**src/rtl/tfm_pkg.sv**
```systemverilog
// Shared constants, types and helper function of the Tenengrad focus measure block.
`default_nettype none

package tfm_pkg;

  // Fixed widths of the data path
  localparam int unsigned PIX_W          = 8;
  localparam int unsigned CFG_DATA_W     = 12;
  localparam int unsigned CFG_IDX_W      = 1;
  localparam int unsigned SUM_W          = 43;
  localparam int unsigned MEAN_W         = 29;
  localparam int unsigned FRAC_W         = 8;
  localparam int unsigned DIV_W          = SUM_W + FRAC_W;
  localparam int unsigned GRAD_W         = 11;
  localparam int unsigned SQ_W           = 20;
  localparam int unsigned MIN_DIM        = 3;
  localparam int unsigned DEF_MAX_WIDTH  = 2048;
  localparam int unsigned DEF_MAX_HEIGHT = 2048;
  localparam int unsigned RESET_WIDTH    = 640;
  localparam int unsigned RESET_HEIGHT   = 480;

  // Configuration register indexes
  typedef enum logic [CFG_IDX_W-1:0] {
    CFG_FRAME_WIDTH  = 1'b0,
    CFG_FRAME_HEIGHT = 1'b1
  } tfm_cfg_idx_e;

  // Divider sequencer states
  typedef enum logic [1:0] {
    DIV_IDLE,
    DIV_RUN,
    DIV_DONE
  } tfm_div_state_e;

  // Side information that travels with each pixel down the pipeline
  typedef struct packed {
    logic vld;
    logic interior;
    logic last;
  } tfm_tag_t;

  // Saturate a frame dimension to the range MIN_DIM..hi.
  function automatic int unsigned clamp_dim(input logic [CFG_DATA_W-1:0] v,
                                            input int unsigned hi);
    int unsigned val;
    val = int'(v);
    if (val < MIN_DIM) begin
      return MIN_DIM;
    end
    if (val > hi) begin
      return hi;
    end
    return val;
  endfunction

endpackage

`default_nettype wire

```
**src/rtl/tfm_energy.sv**
```systemverilog
// Squaring stage and frame energy accumulator.
`default_nettype none

module tfm_energy import tfm_pkg::*; (
  input  wire logic                    clk_i,
  input  wire logic                    rst_ni,
  input  wire logic                    clear_i,
  input  wire logic signed [GRAD_W-1:0] gx_i,
  input  wire logic signed [GRAD_W-1:0] gy_i,
  input  wire tfm_tag_t                tag_i,
  output logic                         fin_vld_o,
  output logic [SUM_W-1:0]             fin_sum_o
);

  logic signed [2*GRAD_W-1:0] gx_sq, gy_sq;
  logic [SQ_W-1:0]            sqx_q, sqy_q;
  tfm_tag_t                   tag_q;
  logic [SUM_W-1:0]           acc_q, acc_d;
  logic [SQ_W:0]              energy;

  assign gx_sq = (2*GRAD_W)'(gx_i) * (2*GRAD_W)'(gx_i);
  assign gy_sq = (2*GRAD_W)'(gy_i) * (2*GRAD_W)'(gy_i);

  // Register both squares before they are added in.
  always_ff @(posedge clk_i) begin
    if (tag_i.vld) begin
      sqx_q <= gx_sq[SQ_W-1:0];
      sqy_q <= gy_sq[SQ_W-1:0];
    end
  end

  always_ff @(posedge clk_i or negedge rst_ni) begin
    if (!rst_ni) begin
      tag_q <= '0;
    end else begin
      tag_q <= tag_i;
    end
  end

  // Accumulate interior pixels; the sum wraps at its width.
  always_comb begin
    energy = {1'b0, sqx_q} + {1'b0, sqy_q};
    acc_d  = acc_q;
    if (tag_q.vld && tag_q.interior) begin
      acc_d = acc_q + SUM_W'(energy);
    end
  end

  always_ff @(posedge clk_i or negedge rst_ni) begin
    if (!rst_ni) begin
      acc_q <= '0;
    end else if (clear_i || (tag_q.vld && tag_q.last)) begin
      acc_q <= '0;
    end else begin
      acc_q <= acc_d;
    end
  end

  assign fin_vld_o = tag_q.vld && tag_q.last;
  assign fin_sum_o = acc_d;

endmodule

`default_nettype wire

```
**config.mk**
```make
export PLATFORM = sky130hd
export DESIGN_NAME = tfm_energy
export DESIGN_NICKNAME = d
export VERILOG_FILES = /design/src/rtl/tfm_pkg.sv /design/src/rtl/tfm_energy.sv
export SDC_FILE = /design/constraint.sdc
export NUM_CORES = 1
export LEC_CHECK = 0
export BUFFER_PORTS_ARGS = -buffer_cell sky130_fd_sc_hd__buf_2
export CORE_MARGIN = 2
export CORE_UTILIZATION = 40
export CTS_BUF_LIST = sky130_fd_sc_hd__clkbuf_16
export CTS_CLUSTER_DIAMETER = 40
export DETAILED_ROUTE_END_ITERATION = 10
export MAX_ROUTING_LAYER = met4
export PLACE_DENSITY = 0.62
export SYNTH_ARGS = -nofsm -noshare
export SYNTH_HDL_FRONTEND = slang
export SYNTH_SLANG_ARGS = --single-unit
```
**constraint.sdc**
```tcl
create_clock -name clk_i -period 6.7 [get_ports clk_i]
set_input_delay 0.67 -clock clk_i [delete_from_list [all_inputs] [get_ports clk_i]]
set_output_delay 0.67 -clock clk_i [all_outputs]
set_load 0.05 [all_outputs]
```
### Yosys cells after proc, flatten, opt, wreduce, memory -nomap -nowiden

Index checks and enable logic that the tools add are counted.
W data, S select, Z words.

* bits in registers: 86
* input port bits: 28
* output and inout port bits: 44
* logic and storage cells: 15

* add/sub/neg operators: 2
* $mul: 2
* mux-type cells: 2
* reduce and logical (&&, ||, !) cells: 3

Operators by type and width (count)
* $mux W43: 2
* $add A43 B21 Y43: 1
* $mul A11 B11 Y20: 2
* $add A20 B20 Y21: 1
* $logic_and A1 B1 Y1: 2
* $logic_or A1 B1 Y1: 1

### Logic depth before layout (Yosys ltp)

* depth after elaboration: 4
* gate-level depth with buffers: 22

### Least setup slack after synthesis

OpenSTA, ideal clock, no wires.

* path kind: input to register
* start point: input gy_i[4]
* end point: register sqy_q[18] (data pin)
* data arrival time: 5.581 ns
* data required time: 6.505 ns
* slack: 0.924 ns
* stages: 18
* buffers on the path: 1
* cell sequence: clkbuf_1 > inv_1 > nor2_1 > inv_1 > fa_1 > fa_1 > fa_1 > inv_1 > fa_1 > inv_1 > fa_1 > inv_1 > ha_1 > a211o_1 > o21a_1 > o31ai_1 > a211oi_1 > o311ai_0

* word-level cells in the longest chain between the ends: 1

RTL lines
* from (decl): line tfm_energy.sv:9 `input wire logic signed [GRAD_W-1:0] gy_i,`
* $mul A11 B11 Y20: line tfm_energy.sv:22 `assign gy_sq = (2*GRAD_W)'(gy_i) * (2*GRAD_W)'(gy_i);`
* via gy_sq[18]: line tfm_energy.sv:15 `logic signed [2*GRAD_W-1:0] gx_sq, gy_sq;`
* to (signal assigned): line tfm_energy.sv:28 `sqy_q <= gy_sq[SQ_W-1:0];`
* to (decl): line tfm_energy.sv:16 `logic [SQ_W-1:0] sqx_q, sqy_q;`

The timed path passes the listed nets, and every way through them passes these cells.
A chain may end at the register's enable or synchronous reset.

### Worst setup path after layout

Same ends and word-level chain as after synthesis.

==> results_dict.tcl <==
set metrics [dict create \
    antenna_found_initial 1 \
    synth.distinct_cells 61 \
    max-clock-path-buffers 2 \
    worst-r2r-setup-slack_ps 3230 \
    finalSetupViolCount 0 \
    grt_max_degree 47 \
    yosysWarnings 0 \
    crit_path_top_delay_cell "fa_1" \
    synthFlopType "dfrtp_1" \
    die_x_um 182.3 \
    finClkSkew_ps 11.17 \
    post-cts-setup-buffers 0 \
    die_h_um 182.3 \
    synth_top_area_share_pct 33.06 \
    ant_nets 0 \
    start_kind "primary input" \
    cts_resized 0 \
    synth_edf_count 38 \
    dp_slack_ps 622.0 \
    setup-tns-final_ps 0 \
    grt_pass1_wl_um 44660 \
    post-route-min-period_ps 5703 \
    h-tree-depth 3 \
    min_path_type "in -> async" \
    hpwl_um 21610 \
    wl_per_cell_um 14.43 \
    cts-root-buf "clkbuf_16" \
    regToRegEndpoint "acc_q[39]" \
    clk-insertion-delay-late_ps 350 \
    crit_family "adder cells" \
    drive_gt1_share_pct 7.910 \
    io_pins 72 \
    clock_sinks 84 \
    synth.ff_latch_count 84 \
    relSlewSlack_pct 33.51 \
    period_share_pct 85.11 \
    synthMostInstantiatedCell "inv_1" \
    clkTransAtPathRegs_ps 70 \
    cp-end-kind "register" \
    worstMarginPinSlew_ps 990.7 \
    reg2reg_depth 12 \
    placementRows 65 \
    drtIter0Drc 514 \
    synth_area_leaders "fa_1 33%, ha_1 10%, dfrtp_1 9.1%, edfxtp_1 9.0%, inv_1 8.2%" \
    coreArea_sq_mm 0.03139 \
    post_synth.cell_area_avg_sq_um 9.633 \
    rsz0062_at_grt "false" \
    grt_pass1_vias 9359 \
    globalplace.congestion 0.8492 \
    syn_inst 1320 \
    viasPerCell 5.022 \
    r2r-start "sqy_q[0]" \
    hold_slack_ps 417.7 \
    maxCapViolations 0 \
    crit_fanout 10 \
    critPathRequiredTime_ps 6860 \
    die-area_sq_mm 0.03323 \
    gr-usage-all-layers_pct 17.20 \
    status "finished clean" \
    drc 0 \
    setup_ws_ps 997.4 \
    maxSlewViolCount 0 \
    timing_hold_violations_final 0 \
    cts_tree "done" \
    crit_buf_inv 6 \
    async_flop_share_pct 54.76 \
    path_cells "buf_2 > inv_1 > nor2_1 > inv_1 > fa_1 > fa_1 > fa_1 > inv_1 > fa_1 > inv_1 > fa_1 > inv_1 > ha_1 > a211o_1 > o21a_1 > o31ai_1 > a211oi_1 > o311ai_0" \
    drt_pass1_iterations 5 \
    fmax_mhz 175.4 \
    finalWirelength_um 25710 \
    seq_area_frac_synth_pct 18.03 \
    num_vias 8945 \
    io_buffers 71 \
    grt_remaining_overflow 0 \
    max_stage_delay_ps 540 \
    fin_nets 1713 \
    arrival_ps 5860 \
    yosysTopAreaCell "fa_1" \
    crit_type "in -> reg" \
    crit_start "gy_i[4]" \
    area_delta_synth_final_pct 8.364 \
    syn-cell-area_sq_mm 0.01272 \
    cts_buffers 9 \
    holdBufCountCts 0 \
    start_util_pct 40.51 \
    netlist_top_cells_count "278 x inv_1, 210 x fa_1, 104 x nand2_1" \
]
-- logic make-up (layout without fill, tap and decap cells) --
kind of cell | Yosys count | in the layout | share of synthesized area (%)
compound gates | 166 | 166 | 8.856
simple gates | 349 | 349 | 13.92
flops | 84 | 84 | 18.03
other cells | 1 | 3 | 0.02949
mux | 13 | 13 | 1.063
xor+xnor | 84 | 84 | 5.786
fa+ha+maj | 312 | 312 | 43.10
buf+inv | 311 | 368 | 9.220
-- cell type report --
type | count | area [sq um]
multi-input combinational | 926 | 9258
clock inverter | 7 | 77.57
sequential | 84 | 2292
fill | 3069 | 17610
timing repair buffer | 74 | 377.9
clock buffer | 9 | 225.2
tap | 402 | 503.0
inverter | 278 | 1044
antenna | 1 | 2.502
-- worst max-delay path by stage --
stage	to	slack [ps]	cells past startpoint
after floorplan	sqy_q[18]	920	18
after global placement	sqy_q[18]	730	18
after detailed placement	sqy_q[18]	620	18
after CTS	sqy_q[18]	1000	18
after global routing	sqy_q[18]	690	18
final	sqy_q[18]	1000	18
-- metrics by stage --
stage / cell area, sq um / cells / util [%]
4_1_cts: 13780 / 1780 / 43.89
6_report: 13780 / 1781 / 43.89
2_1_floorplan: 12720 / 1321 / -
3_3_place_gp: 13470 / 1764 / 42.92
3_5_place_dp: 13470 / 1764 / 42.92
5_1_grt: 13780 / 1781 / 43.89
-- worst register-to-register path: cells and delay by family, from the launching register on --
family	cells	cell delay [ps]
AO/OA/AOI/OAI	3	590
multiplexers	1	360
adder cells (fa/ha/maj)	3	860
flip-flops	1	340
AND/OR/NAND/NOR	3	1060
buffers and inverters	2	150
-- routing by layer --
metal  global-route usage, %  routed length [um]  up-vias
met4                   3.258                 387        0
met1                   23.26               11950     4471
li1                        -                   -     4282
met2                   27.74               12400      165
met3                   2.714                 968       27
met5                       -                   0        -
-- state kept, by name, summed over array words and instances, names as in the netlist --
signal  count
acc_q      43
sqx_q      19
sqy_q      19
tag_q       3
-- cells in the final DEF (no fill, tap or decap), types with 13 or more instances in the layout --
| cell | n |
|---|---|
| inv_1 | 278 |
| o21a_1 | 13 |
| a21oi_1 | 38 |
| nand3_1 | 14 |
| buf_2 | 71 |
| nand2_1 | 104 |
| dfrtp_1 | 46 |
| nor2_1 | 70 |
| edfxtp_1 | 38 |
| fa_1 | 210 |
| nor2b_1 | 17 |
| ha_1 | 102 |
| xnor2_1 | 67 |
| xor2_1 | 17 |
| o21ai_0 | 35 |
| and2_1 | 79 |
| and3_1 | 14 |
Power is left out: the tool's default activity adds up to more than one toggle a clock period on the data nets, which glitch-free logic cannot reach.
