===== config.mk =====
export PLATFORM = sky130hd
export DESIGN_NAME = tfm_divider
export DESIGN_NICKNAME = d
export VERILOG_FILES = /design/src/rtl/tfm_pkg.sv /design/src/rtl/tfm_divider.sv
export SDC_FILE = /design/constraint.sdc
export NUM_CORES = 1
export LEC_CHECK = 0
export CORE_ASPECT_RATIO = 0.5
export CORE_MARGIN = 5
export CORE_UTILIZATION = 36
export DETAILED_ROUTE_END_ITERATION = 16
export DONT_BUFFER_PORTS = 1
export PLACE_DENSITY = 0.52
export SYNTH_ARGS = -nofsm -noshare
export SYNTH_HDL_FRONTEND = slang
export SYNTH_SLANG_ARGS = --single-unit

===== constraint.sdc =====
create_clock -name clk_i -period 4 [get_ports clk_i]
set_clock_uncertainty 0.05 [all_clocks]
set_input_delay 0.4 -clock clk_i [delete_from_list [all_inputs] [get_ports clk_i]]
set_output_delay 0.4 -clock clk_i [all_outputs]
set_load 0.005 [all_outputs]

===== src/rtl/tfm_pkg.sv =====
// Shared constants, types and helper function of the Tenengrad focus measure block.
`default_nettype none

package tfm_pkg;

  // Fixed widths of the data path
  localparam int unsigned PIX_W          = 8;
  localparam int unsigned CFG_DATA_W     = 12;
  localparam int unsigned CFG_IDX_W      = 1;
  localparam int unsigned SUM_W          = 43;
  localparam int unsigned MEAN_W         = 29;
  localparam int unsigned FRAC_W         = 8;
  localparam int unsigned DIV_W          = SUM_W + FRAC_W;
  localparam int unsigned GRAD_W         = 11;
  localparam int unsigned SQ_W           = 20;
  localparam int unsigned MIN_DIM        = 3;
  localparam int unsigned DEF_MAX_WIDTH  = 2048;
  localparam int unsigned DEF_MAX_HEIGHT = 2048;
  localparam int unsigned RESET_WIDTH    = 640;
  localparam int unsigned RESET_HEIGHT   = 480;

  // Configuration register indexes
  typedef enum logic [CFG_IDX_W-1:0] {
    CFG_FRAME_WIDTH  = 1'b0,
    CFG_FRAME_HEIGHT = 1'b1
  } tfm_cfg_idx_e;

  // Divider sequencer states
  typedef enum logic [1:0] {
    DIV_IDLE,
    DIV_RUN,
    DIV_DONE
  } tfm_div_state_e;

  // Side information that travels with each pixel down the pipeline
  typedef struct packed {
    logic vld;
    logic interior;
    logic last;
  } tfm_tag_t;

  // Saturate a frame dimension to the range MIN_DIM..hi.
  function automatic int unsigned clamp_dim(input logic [CFG_DATA_W-1:0] v,
                                            input int unsigned hi);
    int unsigned val;
    val = int'(v);
    if (val < MIN_DIM) begin
      return MIN_DIM;
    end
    if (val > hi) begin
      return hi;
    end
    return val;
  endfunction

endpackage

`default_nettype wire


===== src/rtl/tfm_divider.sv =====
// Restoring divider that forms the fixed-point mean, one quotient bit per cycle.
`default_nettype none

module tfm_divider import tfm_pkg::*; #(
  parameter int unsigned CNT_W = 24
) (
  input  wire logic               clk_i,
  input  wire logic               rst_ni,
  input  wire logic               start_i,
  input  wire logic [SUM_W-1:0]   sum_i,
  input  wire logic [CNT_W-1:0]   count_i,
  input  wire logic               ack_i,
  output logic                    done_o,
  output logic [SUM_W-1:0]        sum_o,
  output logic [MEAN_W-1:0]       mean_o
);

  localparam int unsigned STEP_W = $clog2(DIV_W);

  tfm_div_state_e     state_q, state_d;
  logic [STEP_W-1:0]  step_q;
  logic [DIV_W-1:0]   dvd_q;
  logic [CNT_W-1:0]   rem_q;
  logic [CNT_W-1:0]   div_q;
  logic [MEAN_W-1:0]  quo_q;
  logic [SUM_W-1:0]   sum_q;

  logic [CNT_W:0]     trial;
  logic               fits;
  logic               load, step, last_step;

  assign trial     = {rem_q, dvd_q[DIV_W-1]};
  assign fits      = trial >= {1'b0, div_q};
  assign last_step = step_q == STEP_W'(DIV_W - 1);

  // Sequencer
  always_comb begin
    state_d = state_q;
    load    = 1'b0;
    step    = 1'b0;
    done_o  = 1'b0;
    case (state_q)
      DIV_IDLE: begin
        if (start_i) begin
          load    = 1'b1;
          state_d = DIV_RUN;
        end
      end
      DIV_RUN: begin
        step = 1'b1;
        if (last_step) begin
          state_d = DIV_DONE;
        end
      end
      DIV_DONE: begin
        done_o = 1'b1;
        if (ack_i) begin
          state_d = DIV_IDLE;
        end
      end
      default: begin
        state_d = DIV_IDLE;
      end
    endcase
  end

  always_ff @(posedge clk_i or negedge rst_ni) begin
    if (!rst_ni) begin
      state_q <= DIV_IDLE;
    end else begin
      state_q <= state_d;
    end
  end

  // Data path: the quotient keeps only its low bits as it shifts in.
  always_ff @(posedge clk_i) begin
    if (load) begin
      dvd_q  <= {sum_i, FRAC_W'(0)};
      rem_q  <= '0;
      div_q  <= count_i;
      sum_q  <= sum_i;
      step_q <= '0;
    end else if (step) begin
      dvd_q  <= {dvd_q[DIV_W-2:0], 1'b0};
      rem_q  <= fits ? CNT_W'(trial - {1'b0, div_q}) : trial[CNT_W-1:0];
      quo_q  <= {quo_q[MEAN_W-2:0], fits};
      step_q <= step_q + STEP_W'(1);
    end
  end

  assign sum_o  = sum_q;
  assign mean_o = quo_q;

endmodule

`default_nettype wire


; ---- Word-level counts from Yosys, hierarchy flattened
; Cells that the tools add are included.
[op_classes]
bitwise = 1
n_eq_ne = 6
multipliers = 0
addsub = 2
reduce_logical = 4
div = 0
order_cmp = 1
shift = 0
mux = 11
[ops]
columns = operator, count
row1 = $mux W51, 2
row2 = $ge A25 B24 Y1, 1
row3 = $mux W24, 1
row4 = $sub A24 B24 Y24, 1
row5 = $add A6 B1 Y6 const B, 1
row6 = $eq A6 B6 Y1 const B, 1
row7 = $mux W2, 3
row8 = $ne A2 B2 Y1 const B, 3
row9 = $pmux W2 S3, 1
row10 = $mux W1, 4
row11 = $reduce_and A3 Y1, 1
row12 = $eq A2 B1 Y1 const B, 1
row13 = $eq A2 B2 Y1 const B, 1
row14 = $logic_not A2 Y1, 1
row15 = $reduce_and A2 Y1, 1
row16 = $reduce_bool A2 Y1, 1
row17 = $not A1 Y1, 1
[totals]
out_inout_bits = 73
register_bits = 171
wordCells = 32
memories = 0
mem_bits_rw = 0
in_bits = 71
romBits = 0
latchBits = 0

; ---- Longest topological paths before layout
[logic_depth]
word_depth = 4
ltp_mapped = 12
mapped_depth_nobuf = 11

; ---- Worst setup path after synthesis
; Ideal clock, no wire load.
[synth_path]
path_kind = reg2reg
startpoint = reg state_q[0]
endpoint = reg dvd_q[48] (data pin)
t_required_ns = 3.685
stages_incl_launch_ff = 4
setup_ns = 0.265
setup_slack_ns = 0.387
t_arrival_ns = 3.298
path_buffers = 1
cell_sequence = dfrtp_1 -> nor3b_1 -> clkbuf_1 -> mux2_2
[synth_between]
elab_chain_len = 3
[synth_rtl]
columns = item, line_no
row1 = start: declaration, tfm_divider.sv:20  ; tfm_div_state_e state_q, state_d;
row2 = start signal: assignment, tfm_divider.sv:71  ; state_q <= state_d;
row3 = $logic_not A2 Y1, tfm_divider.sv:42  ; case (state_q)
row4 = $mux W1, tfm_divider.sv:42
row5 = via load, tfm_divider.sv:30  ; logic load, step, last_step;
row6 = $mux W51, tfm_divider.sv:77  ; if (load) begin
row7 = end signal: assignment, tfm_divider.sv:78  ; dvd_q <= {sum_i, FRAC_W'(0)};
row8 = end signal: assignment, tfm_divider.sv:84  ; dvd_q <= {dvd_q[DIV_W-2:0], 1'b0};
row9 = end: declaration, tfm_divider.sv:22  ; logic [DIV_W-1:0] dvd_q;
; The timed path passes the listed nets, and every way through them passes these cells.
; A chain may end at the register's enable or synchronous reset.

; ---- Worst setup path after layout
[layout_path]
startpoint = reg div_q[19]
endpoint = reg rem_q[23]
[layout_between]
elab_chain_len = 2
word_cells_on_any_way = 3
[layout_rtl]
columns = item, line_no
row1 = start: declaration, tfm_divider.sv:24  ; logic [CNT_W-1:0] div_q;
row2 = start signal: assignment, tfm_divider.sv:80  ; div_q <= count_i;
row3 = $sub A24 B24 Y24 or $ge A25 B24 Y1 (tied branches), "tfm_divider.sv:85, tfm_divider.sv:33"
row4 = $mux W24 *, tfm_divider.sv:85  ; rem_q <= fits ? CNT_W'(trial - {1'b0, div_q}) : trial[CNT_W-1:0];
row5 = end signal: assignment, tfm_divider.sv:85
row6 = end: declaration, tfm_divider.sv:23  ; logic [CNT_W-1:0] rem_q;
; Every way passes the cells marked *; elsewhere a longest branch is shown, timed or not.

==> metrics.cfg <==
[status]
status=completed

[logic_synthesis]
avgSynthCellArea_um2=13.68
syn-num-nets=633
yosys.area_share.adder_pct=4.718
netlist_instances=535
synth-xor-area-share_pct=2.872
ys.flop_type=edfxtp_1
synth-simple-area-share_pct=7.453
synth_area_um2=7320
synth_edf_count=139
synth_compound_area_share_pct=9.795
synth_top_family_by_area=compound AO/OA/AOI/OAI gates
ys_seq_area_share_pct=65.91
synth_async_sr_flop_share_pct=1.170
synth_cell_type_count=54
ys_ff_latch=171
yosys-mux-area-fraction_pct=6.598
yosys_warnings=0

[global_route]
track_usage_pct=12.98
grt_pass1_vias=4539
grt_pass1_wl_mm=23.83
antenna_found_initial=0
grt.overflow.total=0
grt_max_degree=67

[placed_design]
place_area_um2=7629
portBuffers=0
hpwlAfterDp_mm=9.776
dp_slack_ns=1.304
gp_congestion=0.8578
placedCellCount=792

[sta]
tns_ns=0
slew_headroom_pct=36.23
hold_viol=0
tightest_slew_ns=0.9552
report.final.slew_viol_count=0
period_minus_slack_ns=2.688
setup_violations=0
grt_setup_unrepaired=false
period_share_pct=67.21
max_clock_freq_mhz=372.0
setup_slack_ns=1.312

[clock_network]
cts_tree=yes
cts_sinks=171
cts_resized=0
hold_buffers=68
clk_latency_ns=0.44
cts_buffers=17
cts_setup_buffers=0
htreeDepth=4
clkTransAtPathRegs_ns=0.07
cts_buffer_depth=2
root_buffer=clkbuf_16

[setup_path]
path_max_fanout=31
crit_slowest_cell=a2111oi_2
crit_family=compound AO/OA/AOI/OAI gates
critPathRequiredTime_ns=4.25
cp.arrival_ns=2.94
crit_path_start_kind=flop
worst_setup_path_end_kind=flop
worstPathCellList=inv_1 -> ha_1 -> and3_4 -> nor4b_4 -> a2111oi_2 -> o21ai_0 -> o21ai_4 -> buf_4 -> nor4b_2 -> a31oi_1 -> o211ai_1
path_buf_inv=2
worstSetupPathType=reg2reg
cpPeakStageDelay_ns=0.40

[run]
cap_violations=0

[layout]
multiInputGateArea_um2=2306
antennaDiodeCount=0
fillCellCount=1780
final_nets=711
drive_gt1_share_pct=14.06
area_growth_pct=22.34
stdcell_area_um2=8955
regArea_um2=4825
instances_no_fill=892

[floorplanning]
num_io_pins=144
die_h_um=110.8
core_area_um2=19730
dieArea_um2=23460
start_util_pct=37.10
die_w_um=211.7
rows=36

[detailed_routing]
avgViaCountPerCell=4.964
dr_total_vias=4428
postRouteAntennaNets=0
drt_iter0_drc=273
firstDrtPassIters=4
drcViolationCount=0
wirelength_mm=15.16
avgRoutedWirePerCell_um=17.00

[power_and_ir_drop]
vdd_drop_max_mv=0.3001
power.leakage_nw=3.299
p_per_area_nw_per_um2=792.1

[worst_hold_path]
hold_path.class=in2reg

-- cells in the final DEF (no fill, tap or decap), types with 7 or more instances in the layout --
cell type	netlist	final
nand2_1	34	34
xor2_1	17	17
buf_4	3	7
clkbuf_16	0	17
a32oi_1	10	10
xnor2_1	7	7
inv_1	28	27
o21ai_1	17	17
nand4_1	8	8
o21ai_0	21	21
nor2_1	33	33
mux2_2	42	42
ha_1	26	26
edfxtp_1	139	139
a21oi_1	34	34
o211ai_1	7	7
dlygate4sd3_1	0	68
dfxtp_1	30	30
-- logic make-up (layout without fill, tap and decap cells) --
| logic type | after synthesis | in the layout |
|---|---|---|
| adder cells (fa/ha/maj) | 27 | 27 |
| XOR/XNOR | 24 | 24 |
| multiplexers | 43 | 43 |
| buffers and inverters | 46 | 137 |
| flip-flops | 171 | 171 |
| AND/OR/NAND/NOR | 109 | 109 |
| AO/OA/AOI/OAI | 115 | 115 |
-- worst paths after layout --
check	from	to	slack (ns)	depth (start not counted)
max	div_q[19]$_DFFE_PP_	rem_q[23]$_SDFFE_PP0P_	1.31	11
min reg2reg	rem_q[4]$_SDFFE_PP0P_	rem_q[4]$_SDFFE_PP0P_	0.42	2
max reg2reg	div_q[19]$_DFFE_PP_	rem_q[23]$_SDFFE_PP0P_	1.31	11
min in group asynchronous	rst_ni	state_q[1]$_DFFE_PN0P_	0.14	1
max in group asynchronous	rst_ni	state_q[0]$_DFFE_PN0P_	3.64	1
min	ack_i	state_q[1]$_DFFE_PN0P_	0.08	2
-- power breakdown --
part | leakage [nW] | internal, mW | switching [mW] | total (mW)
Clock | 0.314 | 1.11 | 0.708 | 1.82
Combinational | 1.33 | 0.958 | 1.27 | 2.23
Sequential | 1.66 | 2.71 | 0.333 | 3.04
-- per-layer routing --
layer  GRT usage [%]  vias to the layer above  part of all wire, %
li1                -                     2158                    -
met1           16.11                     2158                   46
met2           20.79                       99                   48
met3           4.891                       13                  5.4
met4           4.631                        0                  1.2
met5               0                        -                    0
-- per-stage QoR --
stage / utilization, % / power (mW) / hold WS [ns]
2_1_floorplan: - / 4.774 / 0.05441
3_3_place_gp: 38.67 / 5.244 / 0.05449
3_5_place_dp: 38.67 / 5.274 / 0.05449
4_1_cts: 45.39 / 7.174 / 0.05540
5_1_grt: 45.39 / 7.565 / 0.06543
6_report: 45.39 / 7.093 / 0.08027
-- flip-flops by register name (all words and copies together), names as in the netlist --
name and flops:
div_q 24, dvd_q 43, mean_o 29, rem_q 24
state_q 2, step_q 6, sum_o 43
-- synth_stat cells (8+ instances only) --
cell type	number	area share, %
edfxtp_1	139	57
mux2_2	42	6.5
a21oi_1	34	2.3
nand2_1	34	1.7
nor2_1	33	1.7
dfxtp_1	30	8.2
inv_1	28	1.4
ha_1	26	4.4
o21ai_0	21	1.4
o21ai_1	17	1.2
xor2_1	17	2.0
a32oi_1	10	1.2
clkbuf_1	9	0.46
nand4_1	8	0.68
-- cell type report --
type / count / area share (%)
tap: 266 / 3.717
multi-input combinational: 318 / 25.75
timing repair buffer: 75 / 8.188
clock buffer: 18 / 4.793
inverter: 30 / 1.258
sequential: 171 / 53.88
clock inverter: 14 / 2.417
Power figures use the tool's default switching activity.
